File: config.mk
export PLATFORM = sky130hd
export DESIGN_NAME = sensor_frame_parser_sum_check_core_flat
export DESIGN_NICKNAME = d
export VERILOG_FILES = /design/src/sfpsc_pkg.sv /design/src/sfpsc_if.sv /design/src/sfpsc_parser.sv /design/src/sensor_frame_parser_sum_check_core.sv /design/src/flat_wrapper.sv
export VERILOG_INCLUDE_DIRS = /design/src /design/src/src
export SDC_FILE = /design/constraint.sdc
export NUM_CORES = 1
export LEC_CHECK = 0
export ABC_AREA = 1
export BUFFER_PORTS_ARGS = -buffer_cell sky130_fd_sc_hd__clkbuf_2
export CAP_MARGIN = 30
export CELL_PAD_IN_SITES_DETAIL_PLACEMENT = 0
export CELL_PAD_IN_SITES_GLOBAL_PLACEMENT = 1
export CORE_UTILIZATION = 35
export CTS_BUF_LIST = sky130_fd_sc_hd__clkbuf_8
export DETAILED_ROUTE_END_ITERATION = 7
export GPL_ROUTABILITY_DRIVEN = 1
export HOLD_SLACK_MARGIN = 0.02
export PLACE_DENSITY_LB_ADDON = 0.1
export SYNTH_ARGS = -nofsm -noshare
export SYNTH_HDL_FRONTEND = slang
export SYNTH_HIERARCHICAL = 1
export SYNTH_SLANG_ARGS = --single-unit
export TNS_END_PERCENT = 10
File: constraint.sdc
create_clock -name clk -period 2.42 [get_ports clk]
set_clock_uncertainty 0.2 [all_clocks]
set_input_delay 0 -clock clk [delete_from_list [all_inputs] [get_ports clk]]
set_output_delay 0 -clock clk [all_outputs]
set_load 0.02 [all_outputs]
File: src/sensor_frame_parser_sum_check_core_assert.svh
// ----------------------------------------------------------------------------
// Assertion macros for the sensor frame parser
// Shared wrappers that clock on clk and sleep while rst_n is low.
// ----------------------------------------------------------------------------
`ifndef SENSOR_FRAME_PARSER_SUM_CHECK_CORE_ASSERT_SVH
`define SENSOR_FRAME_PARSER_SUM_CHECK_CORE_ASSERT_SVH

// Same-cycle implication: when ante holds, cons must hold in that cycle.
`define SFPSC_ASSERT_NOW(lbl, ante, cons, msg) \
  lbl: assert property (@(posedge clk) disable iff (!rst_n) (ante) |-> (cons)) \
    else $error(msg);

// Next-cycle implication: when ante holds, cons must hold in the next cycle.
`define SFPSC_ASSERT_NEXT(lbl, ante, cons, msg) \
  lbl: assert property (@(posedge clk) disable iff (!rst_n) (ante) |=> (cons)) \
    else $error(msg);

`endif

File: src/sfpsc_pkg.sv
// ----------------------------------------------------------------------------
// sfpsc_pkg
// Constants and types shared by the sensor frame parser modules.
// ----------------------------------------------------------------------------
package sfpsc_pkg;

  // Payload bytes per frame (valid range 6 to 16) and bytes kept for output
  localparam int unsigned PAYLOAD_BYTES = 8;
  localparam int unsigned KEPT_BYTES    = 6;

  localparam int unsigned CNT_W      = $clog2(PAYLOAD_BYTES);
  localparam int unsigned KEPT_IDX_W = $clog2(KEPT_BYTES);

  localparam logic [CNT_W-1:0] LAST_IDX   = CNT_W'(PAYLOAD_BYTES - 1);
  localparam logic [CNT_W-1:0] KEPT_LIMIT = CNT_W'(KEPT_BYTES);

  // Frame header and checksum bias
  localparam logic [7:0] HDR0     = 8'h16;
  localparam logic [7:0] HDR1     = 8'h09;
  localparam logic [7:0] HDR2     = 8'h01;
  localparam logic [7:0] SUM_BIAS = 8'h20;

  typedef enum logic [4:0] {
    PH_HDR0  = 5'b00001,
    PH_HDR1  = 5'b00010,
    PH_HDR2  = 5'b00100,
    PH_DATA  = 5'b01000,
    PH_CHECK = 5'b10000
  } phase_t;

  typedef struct packed {
    logic [15:0] concentration;
    logic [15:0] flow;
    logic [15:0] temperature;
    logic        checksum_ok;
  } sfpsc_result_t;

endpackage

File: src/sfpsc_if.sv
// ----------------------------------------------------------------------------
// sfpsc channel interfaces
// Valid/ready channels for received bytes and for decoded frame results.
// ----------------------------------------------------------------------------
interface sfpsc_in_if;
  logic       valid;
  logic       ready;
  logic [7:0] rx_byte;

  modport source (output valid, output rx_byte, input ready);
  modport sink   (input valid, input rx_byte, output ready);
endinterface

interface sfpsc_out_if;
  logic        valid;
  logic        ready;
  logic [15:0] concentration;
  logic [15:0] flow;
  logic [15:0] temperature;
  logic        checksum_ok;

  modport source (output valid, output concentration, output flow,
                  output temperature, output checksum_ok, input ready);
  modport sink   (input valid, input concentration, input flow,
                  input temperature, input checksum_ok, output ready);
endinterface

File: src/sfpsc_parser.sv
// ----------------------------------------------------------------------------
// sfpsc_parser
// Frame state machine: header hunt, payload capture, running sum, check.
// ----------------------------------------------------------------------------
`include "sensor_frame_parser_sum_check_core_assert.svh"

module sfpsc_parser
  import sfpsc_pkg::*;
(
  input  logic          clk,
  input  logic          rst_n,
  input  logic          step,
  input  logic [7:0]    rx_byte,
  output logic          res_valid,
  output sfpsc_result_t result
);

  phase_t           phase_r, phase_nxt;
  logic [CNT_W-1:0] byte_count_r, byte_count_nxt;
  logic [7:0]       running_sum_r, running_sum_nxt;
  logic [7:0]       payload_r [KEPT_BYTES];
  logic [7:0]       expect_sum;
  logic             store_en;

  assign expect_sum = 8'h00 - SUM_BIAS - running_sum_r;
  assign res_valid  = (phase_r == PH_CHECK);
  assign store_en   = step && (phase_r == PH_DATA) && (byte_count_r < KEPT_LIMIT);

  assign result.concentration = {payload_r[0], payload_r[1]};
  assign result.flow          = {payload_r[2], payload_r[3]};
  assign result.temperature   = {payload_r[4], payload_r[5]};
  assign result.checksum_ok   = (rx_byte == expect_sum);

  always_comb begin
    phase_nxt       = phase_r;
    byte_count_nxt  = byte_count_r;
    running_sum_nxt = running_sum_r;
    if (step) begin
      unique case (phase_r)
        PH_HDR0: begin
          if (rx_byte == HDR0) phase_nxt = PH_HDR1;
        end
        PH_HDR1: begin
          phase_nxt = (rx_byte == HDR1) ? PH_HDR2 : PH_HDR0;
        end
        PH_HDR2: begin
          if (rx_byte == HDR2) begin
            phase_nxt       = PH_DATA;
            byte_count_nxt  = '0;
            running_sum_nxt = '0;
          end else begin
            phase_nxt = PH_HDR0;
          end
        end
        PH_DATA: begin
          running_sum_nxt = running_sum_r + rx_byte;
          if (byte_count_r == LAST_IDX) begin
            phase_nxt      = PH_CHECK;
            byte_count_nxt = '0;
          end else begin
            byte_count_nxt = byte_count_r + CNT_W'(1);
          end
        end
        PH_CHECK: begin
          phase_nxt       = PH_HDR0;
          byte_count_nxt  = '0;
          running_sum_nxt = '0;
        end
        default: begin
          phase_nxt       = PH_HDR0;
          byte_count_nxt  = '0;
          running_sum_nxt = '0;
        end
      endcase
    end
  end

  always_ff @(posedge clk) begin
    if (!rst_n) begin
      phase_r       <= PH_HDR0;
      byte_count_r  <= '0;
      running_sum_r <= '0;
    end else begin
      phase_r       <= phase_nxt;
      byte_count_r  <= byte_count_nxt;
      running_sum_r <= running_sum_nxt;
    end
  end

  // Kept payload bytes: each is rewritten in every frame before it is read
  always_ff @(posedge clk) begin
    if (store_en) begin
      payload_r[byte_count_r[KEPT_IDX_W-1:0]] <= rx_byte;
    end
  end

  `SFPSC_ASSERT_NEXT(a_hdr_done_clears,
    step && (phase_r == PH_HDR2) && (rx_byte == HDR2),
    (phase_r == PH_DATA) && (byte_count_r == '0) && (running_sum_r == '0),
    "header match did not start a clean payload")
  `SFPSC_ASSERT_NEXT(a_check_returns,
    step && (phase_r == PH_CHECK),
    (phase_r == PH_HDR0) && (running_sum_r == '0),
    "checksum byte did not return to header hunt")
  `SFPSC_ASSERT_NEXT(a_hold_when_idle,
    !step,
    $stable(phase_r) && $stable(running_sum_r) && $stable(byte_count_r),
    "parser state moved without a byte")

endmodule

File: src/sensor_frame_parser_sum_check_core.sv
// ----------------------------------------------------------------------------
// sensor_frame_parser_sum_check_core
// Sensor frame parser with additive checksum, up to one received byte per cycle.
// ----------------------------------------------------------------------------
// The core takes up to one received byte per clock on in_ch and, for every frame
// 16 09 01 <8 payload bytes> <checksum>, returns one transaction on out_ch
// carrying concentration, flow and temperature (big-endian payload bytes 0-1,
// 2-3 and 4-5) and checksum_ok, set when the checksum byte equals
// (0 - (0x20 + payload sum)) mod 256. Values are returned even when the
// checksum fails; payload bytes 6 and 7 only enter the sum. A wrong second or
// third header byte is dropped and the hunt restarts on the following byte.
// Rate: one byte per cycle unless stalled as told below. A byte is held in an
// input register and decoded by the state machine from there, and the result
// of a frame is registered in the output register when its checksum byte is
// decoded, and is then offered on out_ch. in_ch.ready falls only while a
// checksum byte waits in the input register and the output register still
// holds a result that out_ch has not taken; reset leaves no state to sweep.
// ----------------------------------------------------------------------------
`include "sensor_frame_parser_sum_check_core_assert.svh"

module sensor_frame_parser_sum_check_core
  import sfpsc_pkg::*;
(
  input  logic               clk,
  input  logic               rst_n,
  sfpsc_in_if.sink           in_ch,
  sfpsc_out_if.source        out_ch
);

  // Input register
  logic          in_vld_r;
  logic [7:0]    in_byte_r;
  // Output register
  logic          out_vld_r, out_vld_nxt;
  sfpsc_result_t out_res_r;

  logic          adv;
  logic          res_valid;
  sfpsc_result_t result;

  // Advance the held byte unless it makes a result with nowhere to go
  assign adv = in_vld_r && (!res_valid || !out_vld_r || out_ch.ready);

  assign in_ch.ready = !in_vld_r || adv;

  always_ff @(posedge clk) begin
    if (!rst_n) begin
      in_vld_r <= 1'b0;
    end else if (in_ch.ready) begin
      in_vld_r <= in_ch.valid;
    end
  end

  always_ff @(posedge clk) begin
    if (in_ch.valid && in_ch.ready) begin
      in_byte_r <= in_ch.rx_byte;
    end
  end

  sfpsc_parser u_parser (
    .clk       (clk),
    .rst_n     (rst_n),
    .step      (adv),
    .rx_byte   (in_byte_r),
    .res_valid (res_valid),
    .result    (result)
  );

  // Load a fresh result; otherwise hold until the sink takes it
  assign out_vld_nxt = (adv && res_valid) || (out_vld_r && !out_ch.ready);

  always_ff @(posedge clk) begin
    if (!rst_n) begin
      out_vld_r <= 1'b0;
    end else begin
      out_vld_r <= out_vld_nxt;
    end
  end

  always_ff @(posedge clk) begin
    if (adv && res_valid) begin
      out_res_r <= result;
    end
  end

  assign out_ch.valid         = out_vld_r;
  assign out_ch.concentration = out_res_r.concentration;
  assign out_ch.flow          = out_res_r.flow;
  assign out_ch.temperature   = out_res_r.temperature;
  assign out_ch.checksum_ok   = out_res_r.checksum_ok;

  `SFPSC_ASSERT_NEXT(a_in_hold,
    in_vld_r && !adv,
    in_vld_r && $stable(in_byte_r),
    "stalled input byte was lost or changed")
  `SFPSC_ASSERT_NEXT(a_result_loaded,
    adv && res_valid,
    out_vld_r,
    "frame result not loaded into output register")
  `SFPSC_ASSERT_NOW(a_no_overwrite,
    adv && res_valid && out_vld_r,
    out_ch.ready,
    "pending result overwritten")

endmodule

File: src/flat_wrapper.sv
// flat-port wrapper written by rule: the top's interface ports become plain ports
module sensor_frame_parser_sum_check_core_flat import sfpsc_pkg::*;
  (clk, rst_n, in_ch_valid, in_ch_rx_byte, in_ch_ready, out_ch_valid, out_ch_concentration, out_ch_flow, out_ch_temperature, out_ch_checksum_ok, out_ch_ready);
  sfpsc_in_if in_ch_i ();
  sfpsc_out_if out_ch_i ();
  input  logic clk;
  input  logic rst_n;
  input wire logic [$bits(in_ch_i.valid)-1:0] in_ch_valid;
  input wire logic [$bits(in_ch_i.rx_byte)-1:0] in_ch_rx_byte;
  output wire logic [$bits(in_ch_i.ready)-1:0] in_ch_ready;
  output wire logic [$bits(out_ch_i.valid)-1:0] out_ch_valid;
  output wire logic [$bits(out_ch_i.concentration)-1:0] out_ch_concentration;
  output wire logic [$bits(out_ch_i.flow)-1:0] out_ch_flow;
  output wire logic [$bits(out_ch_i.temperature)-1:0] out_ch_temperature;
  output wire logic [$bits(out_ch_i.checksum_ok)-1:0] out_ch_checksum_ok;
  input wire logic [$bits(out_ch_i.ready)-1:0] out_ch_ready;
  assign in_ch_i.valid = in_ch_valid;
  assign in_ch_i.rx_byte = in_ch_rx_byte;
  assign in_ch_ready = in_ch_i.ready;
  assign out_ch_valid = out_ch_i.valid;
  assign out_ch_concentration = out_ch_i.concentration;
  assign out_ch_flow = out_ch_i.flow;
  assign out_ch_temperature = out_ch_i.temperature;
  assign out_ch_checksum_ok = out_ch_i.checksum_ok;
  assign out_ch_i.ready = out_ch_ready;
  sensor_frame_parser_sum_check_core u_core (.clk(clk), .rst_n(rst_n), .in_ch(in_ch_i), .out_ch(out_ch_i));
endmodule
==> results of run 1 <==
cells by family after synthesis:
family / share of synthesized area
simple gates: 0.133
flops: 0.744
buf+inv: 0.0453
compound gates: 0.0273
fa+ha+maj: 0.0307
xor+xnor: 0.0196
what timing repair did:
item                                    4_1_cts  5_1_grt
hold buffers                                 12        0
endpoints found under the setup margin        0       21
gates resized for setup                       0        1
endpoints found under the hold margin        34        0
per-stage QoR:
| step | setup WS [ns] | setup TNS (ns) |
|---|---|---|
| floorplan | -0.0440 | -1.06 |
| global placement | 0.230 | 0 |
| detailed placement | 0.185 | 0 |
| CTS | 0.173 | 0 |
| global route | 0.0354 | 0 |
| finish | 0.295 | 0 |
per-layer routing:
metal	global-route usage	up-vias	part of all wire	routed length [um]
met5	0	-	0	0
met4	0.0593	0	0.013	120
met3	0.0516	9	0.042	386
met2	0.237	55	0.50	4570
met1	0.162	1294	0.44	4040
li1	-	1440	-	-
flip-flops by register name, indices dropped and copies added (netlist names):
name and flops:
u_core/out_ch.checksum_ok 1, u_core/u_parser/running_sum_r 8, u_core/out_ch.valid 1, u_core/u_parser/payload_r 48, u_core/out_ch.flow 16, u_core/out_ch.temperature 16
u_core/in_vld_r 1, u_core/u_parser/byte_count_r 3, u_core/out_ch.concentration 16, u_core/u_parser/phase_r 5, u_core/in_byte_r 8
path summary, 6_finish.rpt:
path | cells after the start | slack [ns] | startpoint | to
max reg2reg | 9 | 0.30 | u_core/u_parser/phase_r[2]$_SDFFE_PN0P_ | u_core/u_parser/payload_r[5][1]$_DFFE_PP_
max | 9 | 0.30 | u_core/u_parser/phase_r[2]$_SDFFE_PN0P_ | u_core/u_parser/payload_r[5][1]$_DFFE_PP_
min reg2reg | 0 | 0.22 | u_core/u_parser/payload_r[1][7]$_DFFE_PP_ | u_core/out_ch.concentration[7]$_DFFE_PP_
min | 2 | 0.09 | in_ch_rx_byte[2] | u_core/in_byte_r[2]$_DFFE_PP_
area by class of cell:
cell class                      count  area (um2)
Timing Repair Buffer               88         548
Fill cell                        1249        7360
Clock buffer                       17         234
Tap cell                          176         220
Inverter                           52         195
Multi-Input combinational cell    186        1000
Sequential cell                   123        3510
Clock inverter                     13         115
worst register-to-register path: cells and delay by family (launching register included):
family,cells,cell delay (ns)
DFF,1,0.41
buffers and inverters,2,0.31
and+or+nand+nor,6,0.68
AOI/OAI and AO/OA,1,0.24
report_power, final:
group / internal, W / switching, W
Combinational: 0.000126 / 0.000200
Clock: 0.000876 / 0.000739
Sequential: 0.00232 / 0.0000526
cells in the mapped netlist, drive strengths merged:
cell type / n / area share
a21oi: 17 / 0.020
a31oi: 1 / 0.0013
buf: 2 / 0.0040
clkinv: 2 / 0.0016
dfxtp: 18 / 0.076
edfxtp: 105 / 0.67
fa: 1 / 0.0042
ha: 10 / 0.027
inv: 50 / 0.040
nand2: 79 / 0.064
nand3: 22 / 0.025
nand3b: 1 / 0.0016
nand4: 4 / 0.0079
nor2: 30 / 0.027
nor3: 6 / 0.0064
o21ai: 6 / 0.0064
xnor2: 3 / 0.0056
xnor3: 1 / 0.0048
xor2: 5 / 0.0093
==> key figures, run 1 <==
Layout
  – Fin area: 5830 um2
  – N_diodes: 0
  – Nets@finish: 491
  – Share of layout cells above drive strength 1: 0.242
  – Post-layout util: 0.442
  – Most frequent cells in the layout: edfxtp_1, nand2_1, clkbuf_2
  – Area growth from synthesis to layout: 23.4%
  – Most common cell after layout, fill and taps aside: edfxtp_1
  – Post-route insts no fill: 655

Clock tree
  – Htree depth: 4
  – Root Driver: clkbuf_8
  – Clock Latency Late Sink: 0.42 ns
  – # Post-CTS Setup Buffers: 0
  – Total CTS buffers: 17
  – Clk buf depth: 2
  – Clock transition at path regs: 0.07 ns
  – CTS tree: yes
  – Clock Sink Count: 123

Detailed routing
  – Vias per cell: 4.27
  – Detail Route Antenna Nets: 0
  – Via count: 2798
  – Avg WL per Cell: 13.9 um
  – DRC viols: 0
  – Initial DRC Count: 113
  – Total wire length: 9.12 mm
  – DRT Pass-1 Iters: 4

Timing
  – Hold Fails Final Rpt: 0
  – Worst-margin pin slew: 0.580 ns
  – Max Freq: 0.471 GHz
  – Period utilisation layout: 0.878
  – RSZ-0062 raised after global routing: false
  – Relative slew slack: 0.613
  – Number of setup violations in the final report: 0
  – Max-slew violations: 0
  – WHS: 0.0917 ns
  – Post-layout minimum cycle time: 2.12 ns

Setup path
  – CP max stage delay: 0.41 ns
  – Most repeated library cell on the critical path: nor2_2
  – Crit path DAT: 2.05 ns
  – Buf/Inv on CP: 2
  – Top delay family on crit path: simple AND/OR/NAND/NOR gates
  – Worst Path Required: 2.35 ns
  – Slowest-stage cell, CP: dfxtp_1
  – Ordered cell list for the critical path: nor2_2, nand2_1, nor2_1, a31oi_2, inv_1, nor2_2, nand2_2, nor3_1, buf_4
  – Setup CP Type: flip-flop to flip-flop
  – Crit path launch type: flip-flop
  – Worst Path Max Fanout: 8
  – CP Capture Type: flip-flop

GRT
  – Vias in the first global route: 2807
  – Antenna violations before repair: 0
  – Aggregate global routing overflow: 0
  – GRT Util Overall: 0.141
  – First-pass GRT wire length: 14.3 mm
  – Pin count of the biggest net entering global routing: 50

Status
  – Status: complete, no violations

Power
  – Pwr Total: 0.00432 W
  – Static Leak: 2.36 nW
  – PwrDens: 741 nW/um2
  – Peak supply drop: 0.233 mV

Place
  – I/O Buffers: 62
  – Placed cell areas: 5350 um2
  – Placed Cells incl. Taps: 613
  – Post-DP HPWL: 6.10 mm
  – Gp weighted congestion: 0.738

Synth
  – Ys Warns: 6
  – Yosys cell types: 26
  – Mapped Cells: 363
  – Syn Nets: 386
  – Yosys reg bits: 123
  – Cell Area, Synth: 4720 um2
  – Post-synthesis sequential area ratio: 0.744
  – Synth Area per Inst: 13.0 um2

Flow run
  – Max Cap Viol: 0

Hold path
  – HP Class: input pin to flip-flop

Floorplan
  – # rows: 42
  – Die H: 118 um
  – Starting Density: 0.358
  – Die W: 118 um
  – Ports: 63
  – Core area: 13200 um2
  – Die footprint: 14000 um2
No activity file was read; power rests on OpenSTA's default activity.
==> inputs of run 2 (changes only) <==
--- a/config.mk
+++ b/config.mk
@@ -6,7 +6,6 @@
 export SDC_FILE = /design/constraint.sdc
 export NUM_CORES = 1
 export LEC_CHECK = 0
-export ABC_AREA = 1
 export BUFFER_PORTS_ARGS = -buffer_cell sky130_fd_sc_hd__clkbuf_2
 export CAP_MARGIN = 30
 export CELL_PAD_IN_SITES_DETAIL_PLACEMENT = 0
==> run 2 against run 1 <==
Net effect: wire length decreased by 3.2%; first-iteration DRC count increased by 19%; critical path type unchanged; synthesized cell count decreased by 21%; register-to-register slack got worse by 0.12 ns; worst hold slack improved by 0.013 ns; setup slack got worse by 0.12 ns; largest cell class unchanged; critical path depth decreased by 2.
==> key figures, run 2 <==
Setup path
  – CP max stage delay: 0.47 ns (+0.06 ns)
  – Reg-to-Reg Start: u_core/in_byte_r[0]$_DFFE_PP_
  – Top delay family on crit path: adder cells
  – Slowest-stage cell, CP: edfxtp_1
  – Setup CP Type: flip-flop to flip-flop
  – Crit path depth: 7 (-2)
  – Crit path capture: u_core/u_parser/running_sum_r[6]$_SDFFE_PN0P_
  – Worst Path Max Fanout: 5 (-3)
  – Buf/Inv on CP: 0 (-2)
  – Most repeated library cell on the critical path: o21ai_0
  – Crit path launch type: flip-flop
  – Crit path DAT: 2.39 ns (+0.34 ns)
  – Ordered cell list for the critical path: ha_1, fa_1, a21o_1, a21oi_1, o21ai_0, xnor2_1, o21ai_0
  – Register-to-register setup slack: 0.18 ns (-0.12 ns)
  – CP startpoint: u_core/in_byte_r[0]$_DFFE_PP_
  – Worst Path Required: 2.57 ns (+0.22 ns)
  – CP Capture Type: flip-flop
  – R2R cell count: 7 (-2)
  – Reg-to-Reg End: u_core/u_parser/running_sum_r[6]$_SDFFE_PN0P_

Power
  – Pwr Total: 0.00428 W (-0.75%)
  – PwrDens: 722 nW/um2 (-2.5%)
  – Peak supply drop: 0.264 mV (+13%)
  – Static Leak: 2.19 nW (-7.5%)

Timing
  – Relative slew slack: 0.749 (+0.136)
  – WHS: 0.105 ns (+0.0133 ns)
  – Post-layout minimum cycle time: 2.24 ns (+0.116 ns)
  – Setup WS post-layout: 0.180 ns (-0.116 ns)
  – Worst-margin pin slew: 0.377 ns (-0.203 ns)
  – Hold Fails Final Rpt: 0 (unchanged)
  – Max-slew violations: 0 (unchanged)
  – Number of setup violations in the final report: 0 (unchanged)
  – Period utilisation layout: 0.926 (+0.0478)
  – RSZ-0062 raised after global routing: false
  – Max Freq: 0.446 GHz (-5.2%)

Synth
  – Most numerous cell in the Yosys netlist: edfxtp_1
  – Syn Nets: 311 (-19%)
  – Post-synthesis sequential area ratio: 0.752 (+0.00818)
  – Synth Flop Type: edfxtp_1
  – Ys Warns: 6 (unchanged)
  – Number of synthesized flops with an enable pin: 105 (unchanged)
  – Yosys reg bits: 123 (unchanged)
  – Synth Area per Inst: 16.2 um2 (+25%)
  – Largest area contributor in the netlist: edfxtp_1
  – Mapped Cells: 288 (-21%)
  – Yosys cell types: 46 (+77%)
  – Cell Area, Synth: 4670 um2 (-1.1%)
  – Top cell type's share of synthesized area: 0.675 (+0.00734)
  – Synth cell count leaders: edfxtp_1, dfxtp_1, nand2_1, nor2b_1, ha_1
  – Fraction of registers with async set/reset: 0 (unchanged)
  – Top post-synthesis cells by area: edfxtp_1, dfxtp_1, ha_1, xnor2_1, nor2b_1

Floorplan
  – Ports: 63 (unchanged)
  – Die W: 118 um (-0.53%)
  – # rows: 41 (-2.4%)
  – Starting Density: 0.364 (+0.00620)
  – Die footprint: 13800 um2 (-1.1%)
  – Die H: 118 um (-0.53%)
  – Core area: 12800 um2 (-2.8%)

Clock tree
  – Post-cts resize count: 0 (unchanged)
  – Clock Sink Count: 123 (unchanged)
  – Clock transition at path regs: 0.08 ns (about the same)
  – Htree depth: 4 (unchanged)
  – CTS tree: yes
  – Clock Latency Late Sink: 0.42 ns (about the same)
  – Clk buf depth: 2 (unchanged)
  – Root Driver: clkbuf_8
  – Total CTS buffers: 17 (unchanged)

Detailed routing
  – Avg WL per Cell: 15.1 um (+8.6%)
  – Detail Route Antenna Nets: 0 (unchanged)
  – Vias per cell: 4.62 (+8.2%)
  – DRT Pass-1 Iters: 4 (unchanged)
  – DRC viols: 0 (unchanged)
  – Total wire length: 8.83 mm (-3.2%)
  – Via count: 2700 (-3.5%)
  – Initial DRC Count: 134 (+19%)

Layout
  – Nets@finish: 423 (-14%)
  – Area growth from synthesis to layout: 27.0%
  – Sequential Area: 3510 um2 (unchanged)
  – Share of layout cells above drive strength 1: 0.301 (+0.0588)
  – Most frequent cells in the layout: edfxtp_1, clkbuf_2, buf_4
  – Filler cells: 1155 (-7.5%)
  – Most common cell after layout, fill and taps aside: edfxtp_1
  – Area of the multi-input gates: 1120 um2 (+12%)
  – Max reg flops: 48 (unchanged)
  – N_diodes: 0 (unchanged)
  – Post-layout util: 0.463 (+0.0209)

Hold path
  – WHS Path Cells: 2 (unchanged)
  – HP Class: input pin to flip-flop

Place
  – Gp weighted congestion: 0.758 (+2.8%)
  – Dpl ws: 0.182 ns (-0.00296 ns)
  – I/O Buffers: 62 (unchanged)
  – Post-DP HPWL: 5.74 mm (-5.9%)

Flow run
  – Max Cap Viol: 0 (unchanged)

GRT
  – Antenna violations before repair: 0 (unchanged)
  – Pin count of the biggest net entering global routing: 50 (unchanged)
  – First-pass GRT wire length: 14.1 mm (-1.7%)
  – GRT Util Overall: 0.136 (-0.00497)
  – Vias in the first global route: 2649 (-5.6%)
  – Aggregate global routing overflow: 0 (unchanged)

Status
  – Status: complete, no violations
[run 2: changes by cell type after synthesis, moves of 9 or more]
cell / previous run / this run
nand2_1: 76 / 11
nor2_1: 26 / 8
inv_1: 50 / 8
nand3_1: 20 / 6
a21oi_1: 15 / 6
nor2b_1: 0 / 11
[run 2: area by class of cell]
type / instances / share of cell area
flip-flops and latches: 123 / 0.592
inverters: 8 / 0.00506
well taps: 172 / 0.0363
clock inverters: 14 / 0.0289
clock buffers: 17 / 0.0394
multi-input cells: 151 / 0.189
repair buffers: 99 / 0.109
[run 2: per-stage QoR]
stage	area, um2	cells	TNS (ns)
2_1_floorplan	4690	288	-8.54
3_3_place_gp	5400	540	0
3_5_place_dp	5400	540	0
4_1_cts	5930	584	0
5_1_grt	5930	584	0
6_report	5930	584	0
[run 2: power breakdown]
part,internal (W),switching [W]
combinational,0.0000632,0.0000826
clock,0.00102,0.000809
sequential,0.00230,0.00000962
[run 2: worst register-to-register path, delay by kind of cell, from the launching register on]
family,cells,cell delay [ns]
fa+ha+maj,2,0.69
flops,1,0.47
xor+xnor,1,0.15
compound gates,4,0.68
[run 2: per-layer routing]
layer  part of all wire  track usage  up-vias  wire length (um)
li1                   -            -     1326                 -
met1               0.45        0.165     1307              3970
met2               0.50        0.228       55              4420
met3              0.035       0.0426       12               306
met4              0.015       0.0481        0               132
met5                  0            0        -                 0
[run 2: cells by family (layout without fill, tap and decap cells)]
kind of cell / after synthesis / after routing / share of synthesized area
compound gates: 41 / 41 / 0.0606
xor+xnor: 15 / 15 / 0.0281
simple gates: 80 / 80 / 0.108
buf+inv: 14 / 138 / 0.0115
mux: 4 / 4 / 0.00857
fa+ha+maj: 11 / 11 / 0.0311
flops: 123 / 123 / 0.752
[run 2: worst min path at each step]
stage	startpoint	end	slack, ns
detailed placement	in_ch_rx_byte[7]	u_core/in_byte_r[7]$_DFFE_PP_	-0.02
finish	in_ch_rx_byte[6]	u_core/in_byte_r[6]$_DFFE_PP_	0.10
global placement	in_ch_rx_byte[6]	u_core/in_byte_r[6]$_DFFE_PP_	-0.02
floorplan	in_ch_rx_byte[0]	u_core/in_byte_r[0]$_DFFE_PP_	-0.10
global route	in_ch_rx_byte[2]	u_core/in_byte_r[2]$_DFFE_PP_	0.08
CTS	in_ch_rx_byte[6]	u_core/in_byte_r[6]$_DFFE_PP_	0.07
[run 2: repair_timing]
item	CTS	global route
hold buffers	13	0
setup buffers	0	0
setup endpoints to repair	0	0
endpoints found under the hold margin	33	0
